File: src/hw/rtl/lfid_pkg.sv
package lfid_pkg;

  // Fixed field widths of the ports
  localparam int CMD_W        = 2;
  localparam int ID_FIELD_W   = 5;
  localparam int LIMIT_W      = 5;
  localparam int COUNT_FIELD_W = 5;

  // Default capacity and register reset value
  localparam int MAX_SLOTS_DEF  = 16;
  localparam int SLOT_LIMIT_RST = 16;

  typedef enum logic [CMD_W-1:0] {
    CMD_SPAWN   = 2'd0,
    CMD_DESTROY = 2'd1,
    CMD_CLEAR   = 2'd2
  } cmd_t;

  typedef enum logic {
    ST_IDLE,
    ST_WORK
  } state_t;

  // Broadcast controls shared by every cell of the age chain
  typedef struct packed {
    logic clear;     // drop every entry
    logic match_en;  // destroy: cells compare their id against the target
  } cell_cmd_t;

endpackage

File: src/hw/rtl/lfid_cell.sv
module lfid_cell import lfid_pkg::*; #(
  parameter int ID_W = 5
) (
  input  logic            clk,
  input  logic            rst,
  input  cell_cmd_t       cmd,
  input  logic [ID_W-1:0] tgt_id,
  input  logic            load,
  input  logic [ID_W-1:0] load_id,
  input  logic            rm_in,
  output logic            rm_out,
  input  logic            nb_valid,
  input  logic [ID_W-1:0] nb_id,
  output logic            valid,
  output logic [ID_W-1:0] id
);

  logic match;

  // Once a removal point is passed, every younger cell takes its neighbor's entry
  assign match  = cmd.match_en && valid && (id == tgt_id);
  assign rm_out = rm_in || match;

  always_ff @(posedge clk) begin
    if (rst) begin
      valid <= 1'b0;
    end else if (cmd.clear) begin
      valid <= 1'b0;
    end else if (load) begin
      valid <= 1'b1;
    end else if (rm_out) begin
      valid <= nb_valid;
    end
  end

  always_ff @(posedge clk) begin
    if (load) begin
      id <= load_id;
    end else if (rm_out) begin
      id <= nb_id;
    end
  end

endmodule

File: src/hw/rtl/lfid_free_enc.sv
module lfid_free_enc import lfid_pkg::*; #(
  parameter int MAX_SLOTS = MAX_SLOTS_DEF,
  parameter int ID_W      = $clog2(MAX_SLOTS + 2)
) (
  input  logic [MAX_SLOTS:0] in_use,   // bit k stands for identifier k+1
  output logic [ID_W-1:0]    free_id
);

  // Lowest identifier whose flag is clear; the top one is always free when
  // all lower ones are taken
  always_comb begin
    free_id = ID_W'(MAX_SLOTS + 1);
    for (int i = MAX_SLOTS; i >= 0; i--) begin
      if (!in_use[i]) begin
        free_id = ID_W'(i + 1);
      end
    end
  end

endmodule

File: src/hw/rtl/lowest_free_id_fifo_slots_top.sv
// Channel  | Handshake            | Payload
// ---------+----------------------+-------------------------------------------
// in       | in_valid / in_ready  | command, create_ok, target_id
// out      | out_valid / out_ready| new_id, evicted_id, active_count
// cfg      | cfg_we (no wait)     | cfg_wdata -> slot_limit
//
// Each transfer is accepted in IDLE; WORK then runs the lowest-free encoder
// and moves the age chain once.
// The next item is accepted while a result still waits in the output register;
// WORK holds until that register is free.
// Lowering slot_limit trims one oldest entry per cycle while in IDLE; in_ready
// stays low until the trim is done.
// Reset (rst, synchronous) empties the set and loads slot_limit with 16.
module lowest_free_id_fifo_slots_top import lfid_pkg::*; #(
  parameter int MAX_SLOTS = MAX_SLOTS_DEF
) (
  input  logic                     clk,
  input  logic                     rst,
  input  logic                     in_valid,
  output logic                     in_ready,
  input  logic [CMD_W-1:0]         command,
  input  logic                     create_ok,
  input  logic [ID_FIELD_W-1:0]    target_id,
  output logic                     out_valid,
  input  logic                     out_ready,
  output logic [ID_FIELD_W-1:0]    new_id,
  output logic [ID_FIELD_W-1:0]    evicted_id,
  output logic [COUNT_FIELD_W-1:0] active_count,
  input  logic                     cfg_we,
  input  logic [LIMIT_W-1:0]       cfg_wdata
);

  localparam int ID_W = $clog2(MAX_SLOTS + 2);
  localparam int CW   = $clog2(MAX_SLOTS + 1);
  localparam logic [CW-1:0] RST_EFF =
      (SLOT_LIMIT_RST > MAX_SLOTS) ? CW'(MAX_SLOTS) : CW'(SLOT_LIMIT_RST);

  state_t state, state_next;

  cmd_t                  cmd_r;
  logic                  create_ok_r;
  logic [ID_FIELD_W-1:0] target_r;

  logic [MAX_SLOTS+1:0] id_map, id_map_next;   // bit k set: identifier k is live
  logic [CW-1:0]        count, count_next;
  logic [LIMIT_W-1:0]   slot_limit;
  logic [CW-1:0]        trim_cap;               // trim down to this count
  logic [CW-1:0]        eff_limit, eff_new;

  logic [ID_W-1:0] free_id;
  logic [ID_W-1:0] tgt_id;
  logic            tgt_live;
  logic            trimming;
  logic            fire;

  cell_cmd_t          cell_cmd;
  logic               rm_head;
  logic               spawn_load;
  logic [CW-1:0]      tail;
  logic [ID_W-1:0]    res_new, res_evict;

  logic               cell_valid [MAX_SLOTS];
  logic [ID_W-1:0]    cell_id    [MAX_SLOTS];
  logic [MAX_SLOTS:0] rm_chain;

  // Limits above the capacity act as the capacity
  assign eff_limit = (32'(slot_limit) > 32'(MAX_SLOTS)) ? CW'(MAX_SLOTS) : CW'(slot_limit);
  assign eff_new   = (32'(cfg_wdata) > 32'(MAX_SLOTS)) ? CW'(MAX_SLOTS) : CW'(cfg_wdata);

  assign trimming = (state == ST_IDLE) && (count > trim_cap);
  assign in_ready = (state == ST_IDLE) && !(count > trim_cap);
  assign fire     = (state == ST_WORK) && (!out_valid || out_ready);

  // Destroy only looks at identifiers that can exist
  assign tgt_id   = ID_W'(target_r);
  assign tgt_live = (target_r != '0) && (32'(target_r) <= 32'(MAX_SLOTS + 1)) && id_map[tgt_id];

  lfid_free_enc #(
    .MAX_SLOTS(MAX_SLOTS),
    .ID_W     (ID_W)
  ) u_free_enc (
    .in_use (id_map[MAX_SLOTS+1:1]),
    .free_id(free_id)
  );

  // Age chain: cell 0 is the oldest entry
  assign rm_chain[0] = rm_head;

  for (genvar i = 0; i < MAX_SLOTS; i++) begin : g_cell
    logic            nb_valid;
    logic [ID_W-1:0] nb_id;

    if (i == MAX_SLOTS - 1) begin : g_last
      assign nb_valid = 1'b0;
      assign nb_id    = '0;
    end else begin : g_mid
      assign nb_valid = cell_valid[i+1];
      assign nb_id    = cell_id[i+1];
    end

    lfid_cell #(
      .ID_W(ID_W)
    ) u_cell (
      .clk     (clk),
      .rst     (rst),
      .cmd     (cell_cmd),
      .tgt_id  (tgt_id),
      .load    (spawn_load && (tail == CW'(i))),
      .load_id (free_id),
      .rm_in   (rm_chain[i]),
      .rm_out  (rm_chain[i+1]),
      .nb_valid(nb_valid),
      .nb_id   (nb_id),
      .valid   (cell_valid[i]),
      .id      (cell_id[i])
    );
  end

  always_comb begin
    state_next     = state;
    id_map_next    = id_map;
    count_next     = count;
    cell_cmd       = '0;
    rm_head        = 1'b0;
    spawn_load     = 1'b0;
    tail           = count;
    res_new        = '0;
    res_evict      = '0;

    unique case (state)
      ST_IDLE: begin
        if (trimming) begin
          // Drop the oldest entry, unreported
          rm_head                 = 1'b1;
          id_map_next[cell_id[0]] = 1'b0;
          count_next              = count - CW'(1);
        end else if (in_valid) begin
          state_next = ST_WORK;
        end
      end
      ST_WORK: begin
        if (fire) begin
          state_next = ST_IDLE;
          case (cmd_r)
            CMD_SPAWN: begin
              if ((eff_limit != '0) && create_ok_r) begin
                if (count >= eff_limit) begin
                  // Evict the oldest, append at the freed tail
                  rm_head                 = 1'b1;
                  id_map_next[cell_id[0]] = 1'b0;
                  res_evict               = cell_id[0];
                  tail                    = count - CW'(1);
                end else begin
                  count_next = count + CW'(1);
                end
                spawn_load           = 1'b1;
                id_map_next[free_id] = 1'b1;
                res_new              = free_id;
              end
            end
            CMD_DESTROY: begin
              if (tgt_live) begin
                cell_cmd.match_en   = 1'b1;
                id_map_next[tgt_id] = 1'b0;
                count_next          = count - CW'(1);
                res_evict           = tgt_id;
              end
            end
            CMD_CLEAR: begin
              cell_cmd.clear = 1'b1;
              id_map_next    = '0;
              count_next     = '0;
            end
            default: begin
            end
          endcase
        end
      end
      default: begin
        state_next = ST_IDLE;
      end
    endcase
  end

  always_ff @(posedge clk) begin
    if (rst) begin
      state <= ST_IDLE;
    end else begin
      state <= state_next;
    end
  end

  always_ff @(posedge clk) begin
    if (rst) begin
      id_map     <= '0;
      count      <= '0;
      slot_limit <= LIMIT_W'(SLOT_LIMIT_RST);
      trim_cap   <= RST_EFF;
      out_valid  <= 1'b0;
    end else begin
      id_map <= id_map_next;
      count  <= count_next;
      if (cfg_we) begin
        slot_limit <= cfg_wdata;
        // A pending trim keeps the tightest limit written since it began
        if ((count > trim_cap) && (trim_cap < eff_new)) begin
          trim_cap <= trim_cap;
        end else begin
          trim_cap <= eff_new;
        end
      end else if (count <= trim_cap) begin
        trim_cap <= eff_limit;
      end
      if (fire) begin
        out_valid <= 1'b1;
      end else if (out_ready) begin
        out_valid <= 1'b0;
      end
    end
  end

  // Hold the accepted item for the WORK cycle
  always_ff @(posedge clk) begin
    if (in_valid && in_ready) begin
      cmd_r       <= cmd_t'(command);
      create_ok_r <= create_ok;
      target_r    <= target_id;
    end
  end

  always_ff @(posedge clk) begin
    if (fire) begin
      new_id       <= ID_FIELD_W'(res_new);
      evicted_id   <= ID_FIELD_W'(res_evict);
      active_count <= COUNT_FIELD_W'(count_next);
    end
  end

endmodule

File: config.mk
export PLATFORM = sky130hd
export DESIGN_NAME = lowest_free_id_fifo_slots_top
export DESIGN_NICKNAME = d
export VERILOG_FILES = /design/src/hw/rtl/lfid_pkg.sv /design/src/hw/rtl/lfid_cell.sv /design/src/hw/rtl/lfid_free_enc.sv /design/src/hw/rtl/lowest_free_id_fifo_slots_top.sv
export SDC_FILE = /design/constraint.sdc
export NUM_CORES = 1
export LEC_CHECK = 0
export ABC_CLOCK_PERIOD_IN_PS = 3400
export BUFFER_PORTS_ARGS = -buffer_cell sky130_fd_sc_hd__buf_2
export CAP_MARGIN = 0
export CORE_UTILIZATION = 60
export CTS_CLUSTER_SIZE = 24
export DETAILED_ROUTE_END_ITERATION = 8
export MAX_ROUTING_LAYER = met4
export PLACE_DENSITY = 0.78
export SYNTH_ARGS = -nofsm -noshare
export SYNTH_HDL_FRONTEND = slang
export SYNTH_SLANG_ARGS = --single-unit
File: constraint.sdc
create_clock -name clk -period 3.4 [get_ports clk]
set_input_delay 0.51 -clock clk [delete_from_list [all_inputs] [get_ports clk]]
set_output_delay 0.51 -clock clk [all_outputs]
set_load 0.1 [all_outputs]
==> results.yml <==
outcome:
  status: "complete, no violations"
logic_synthesis:
  yosys.area_share.simple_pct: 15.64
  netlist.area_leader.share_pct: 32.36
  synthXorXnorAreaFrac_pct: 7.880
  ys_warn_count: 0
  avgSynthCellArea_um2: 9.875
  synthCells: 968
  synth_fa_ha_area_share_pct: 2.618
  netlist_area_um2: 9559
  synth_cell_types: 78
  synth_seq_cells: 153
  ys_seq_area_share_pct: 42.83
  synth_top_cell_by_area: "edfxtp_1"
  synth-edff-count: 103
  synth_area_leaders: "edfxtp_1 32%, dfxtp_1 10%, mux2_2 6.6%"
  ys_async_sr_fraction_pct: 0
  muxShareOfSynthArea_pct: 11.03
  synth_fp_nets: 1006
  synth_flop_cell: "edfxtp_1"
  synth_compound_area_share_pct: 15.73
  synth_top_family_by_area: "compound AO/OA/AOI/OAI gates"
final_layout:
  multi_input_area_um2: 5075
  top_register: "g_cell.u_cell.id"
  drive_gt1_share_pct: 18.67
  final_core_util_pct: 69.21
  final_common_cell: "edfxtp_1"
  final_cell_mix: "103 x edfxtp_1, 81 x nand2_1, 81 x nor2_1, 61 x xor2_1, 56 x mux2_2"
  area_growth_pct: 11.30
  nFillCells: 1175
  final-instance-count-excl-fill: 1235
  reg_top3: "g_cell.u_cell.id: 80 flops, id_map: 17 flops, g_cell.u_cell.valid: 16 flops"
  largest_reg_flops: 80
  final_net_count: 1048
  register_area_um2: 4094
min_path:
  hold_class: "input port to register"
  min_from: "create_ok"
  worst_hold_path.num_cells: 1
  hold_path_end: "create_ok_r$_DFFE_PP_"
global_routing:
  antenna_found_initial: 0
  grt_max_degree: 36
  track_usage_pct: 34.03
  grt_pass1_vias: 7626
  grt_first_pass_wirelength_um: 41280
  grt.overflow.total: 0
sta:
  final-setup-viol-count: 0
  rsz0062_at_grt: "false"
  final.setup_skew_ns: 0.009870
  setup_ws_ns: 0.1144
  finalMaxSlewViolations: 0
  relSlewSlack_pct: 36.00
  period_share_pct: 96.64
  hold_viol: 0
  tightest_slew_ns: 0.9601
  fmax_ghz: 0.3044
  fin_hold_ws_ns: 0.2453
  tns_ns: 0
  finalCriticalPeriod_ns: 3.286
drt:
  drcViolationCount: 0
  ant_nets: 0
  drtIter0Drc: 1081
  m1WireLength_um: 11130
  vias_per_cell: 6.470
  met2_length_um: 11870
  num_vias: 7990
  highest_layer: "met4"
  dr.pass1.iters: 7
  drt-total-wl_um: 26100
  route.met3.wl_um: 2442
  wl_per_cell_um: 21.13
critical_path:
  crit_slowest_cell: "buf_2"
  crit_buf_inv: 3
  cp_data_arrival_time_ns: 2.78
  cpPeakStageDelay_ns: 0.44
  reg2reg_depth: 8
  end_kind: "primary output"
  critical-path-top-delay-family: "buffers and inverters"
  r2r_slack_ns: 0.24
  reg2reg_from: "target_r[1]$_DFFE_PP_"
  crit_type: "register to primary output"
  crit_path_start_kind: "register"
  cp_cell_sequence: "buf_4 -> ha_1 -> o21ai_1 -> a21oi_1 -> o31ai_2 -> buf_4 -> nor2b_2 -> buf_2"
  path_max_fanout: 14
  path_common_cell: "buf_4"
  required_ns: 2.89
  r2r_end: "g_cell[15].u_cell.id[1]$_SDFFCE_PN0P_"
  crit_cells: 8
floorplan:
  die_x_um: 128.2
  coreArea_um2: 15370
  initial_utilization_pct: 62.19
  fp-row-count: 45
  die_h_um: 128.2
  io_pins: 35
  die-area_um2: 16440
run:
  drv_cap: 0
power:
  powerDensity_nw_per_um2: 967.4
  p_leak_nw: 3.947
  ir_drop_mv: 0.9659
clock_tree:
  cts-root-buf: "clkbuf_16"
  cts_tree: "built"
  cts_hold_buf: 0
  clock_latency_ns: 0.44
  cts.sinks: 153
  clk_pin_slew_ns: 0.07
  cts_buffers: 17
  cts_buffer_depth: 2
  h-tree-depth: 4
placement:
  port_buffers: 34
  place_ws_ns: 0.1291
  dp.cells: 1200
  place.gp.congestion: 0.9933
  dpl.hpwl_um: 18320
==> routing by layer <==
metal / up-vias / track usage (%)
met4: 0 / 11.76
met5: - / -
li1: 3661 / -
met3: 71 / 6.970
met1: 3782 / 45.73
met2: 476 / 51.13
==> stage by stage <==
stage / power, W / area (µm²)
floorplan: 0.007107 / 9562
finish: 0.01029 / 10640
CTS: 0.01017 / 10610
global placement: 0.008298 / 10080
global route: 0.01082 / 10640
detailed placement: 0.008416 / 10080
==> power breakdown <==
group / internal (W) / switching, W / leakage (nW) / total (W)
Clock: 0.000935 / 0.000812 / 0.250 / 0.00175
Sequential: 0.00299 / 0.000531 / 1.36 / 0.00352
Combinational: 0.00178 / 0.00324 / 2.33 / 0.00502
==> synth_stat cells, types with 21 or more instances <==
| library cell | number |
|---|---|
| a21oi_1 | 56 |
| mux2_2 | 56 |
| xor2_1 | 61 |
| o21ai_0 | 23 |
| edfxtp_1 | 103 |
| xnor2_1 | 25 |
| inv_1 | 30 |
| nor2_1 | 82 |
| mux2i_1 | 21 |
| nand2_1 | 81 |
| clkbuf_1 | 28 |
| dfxtp_1 | 50 |
==> repair_timing <==
item	in CTS	in global routing
setup buffers	0	2
resized for setup	0	3
endpoints found under the setup margin	0	67
==> cell families (layout without fill, tap and decap cells) <==
family | after synthesis | count (layout)
adders and majority gates | 20 | 20
muxes | 96 | 96
xor gates and xnor gates | 86 | 86
other | 0 | 1
AOI/OAI and AO/OA | 216 | 216
and+or+nand+nor | 304 | 304
DFF | 153 | 153
buffers and inverters | 93 | 148
==> final cells by class <==
class                           count  area share, %
Antenna cell                        1        0.02352
Clock buffer                       18          4.034
Clock inverter                     14         0.9408
Inverter                           33          1.164
Multi-Input combinational cell    722          47.70
Sequential cell                   153          38.48
Tap cell                          211          2.481
Timing Repair Buffer               83          5.175
==> how the worst max path moves through the flow <==
stage                          startpoint                               endpoint  slack (ns)
6_report              count[2]$_SDFF_PP0_                               in_ready        0.11
2_1_floorplan      out_valid$_SDFFE_PP0P_       g_cell[0].u_cell.id[1]$_DFFE_PP_        0.17
4_1_cts               count[2]$_SDFF_PP0_                               in_ready        0.12
3_3_place_gp   slot_limit[4]$_SDFFE_PP1P_      g_cell[11].u_cell.id[2]$_DFFE_PP_        0.22
3_5_place_dp   slot_limit[4]$_SDFFE_PP1P_  g_cell[15].u_cell.id[4]$_SDFFCE_PN0P_        0.13
5_1_grt             target_r[1]$_DFFE_PP_  g_cell[15].u_cell.id[1]$_SDFFCE_PN0P_        0.03
No activity file was read; power rests on OpenSTA's default activity.
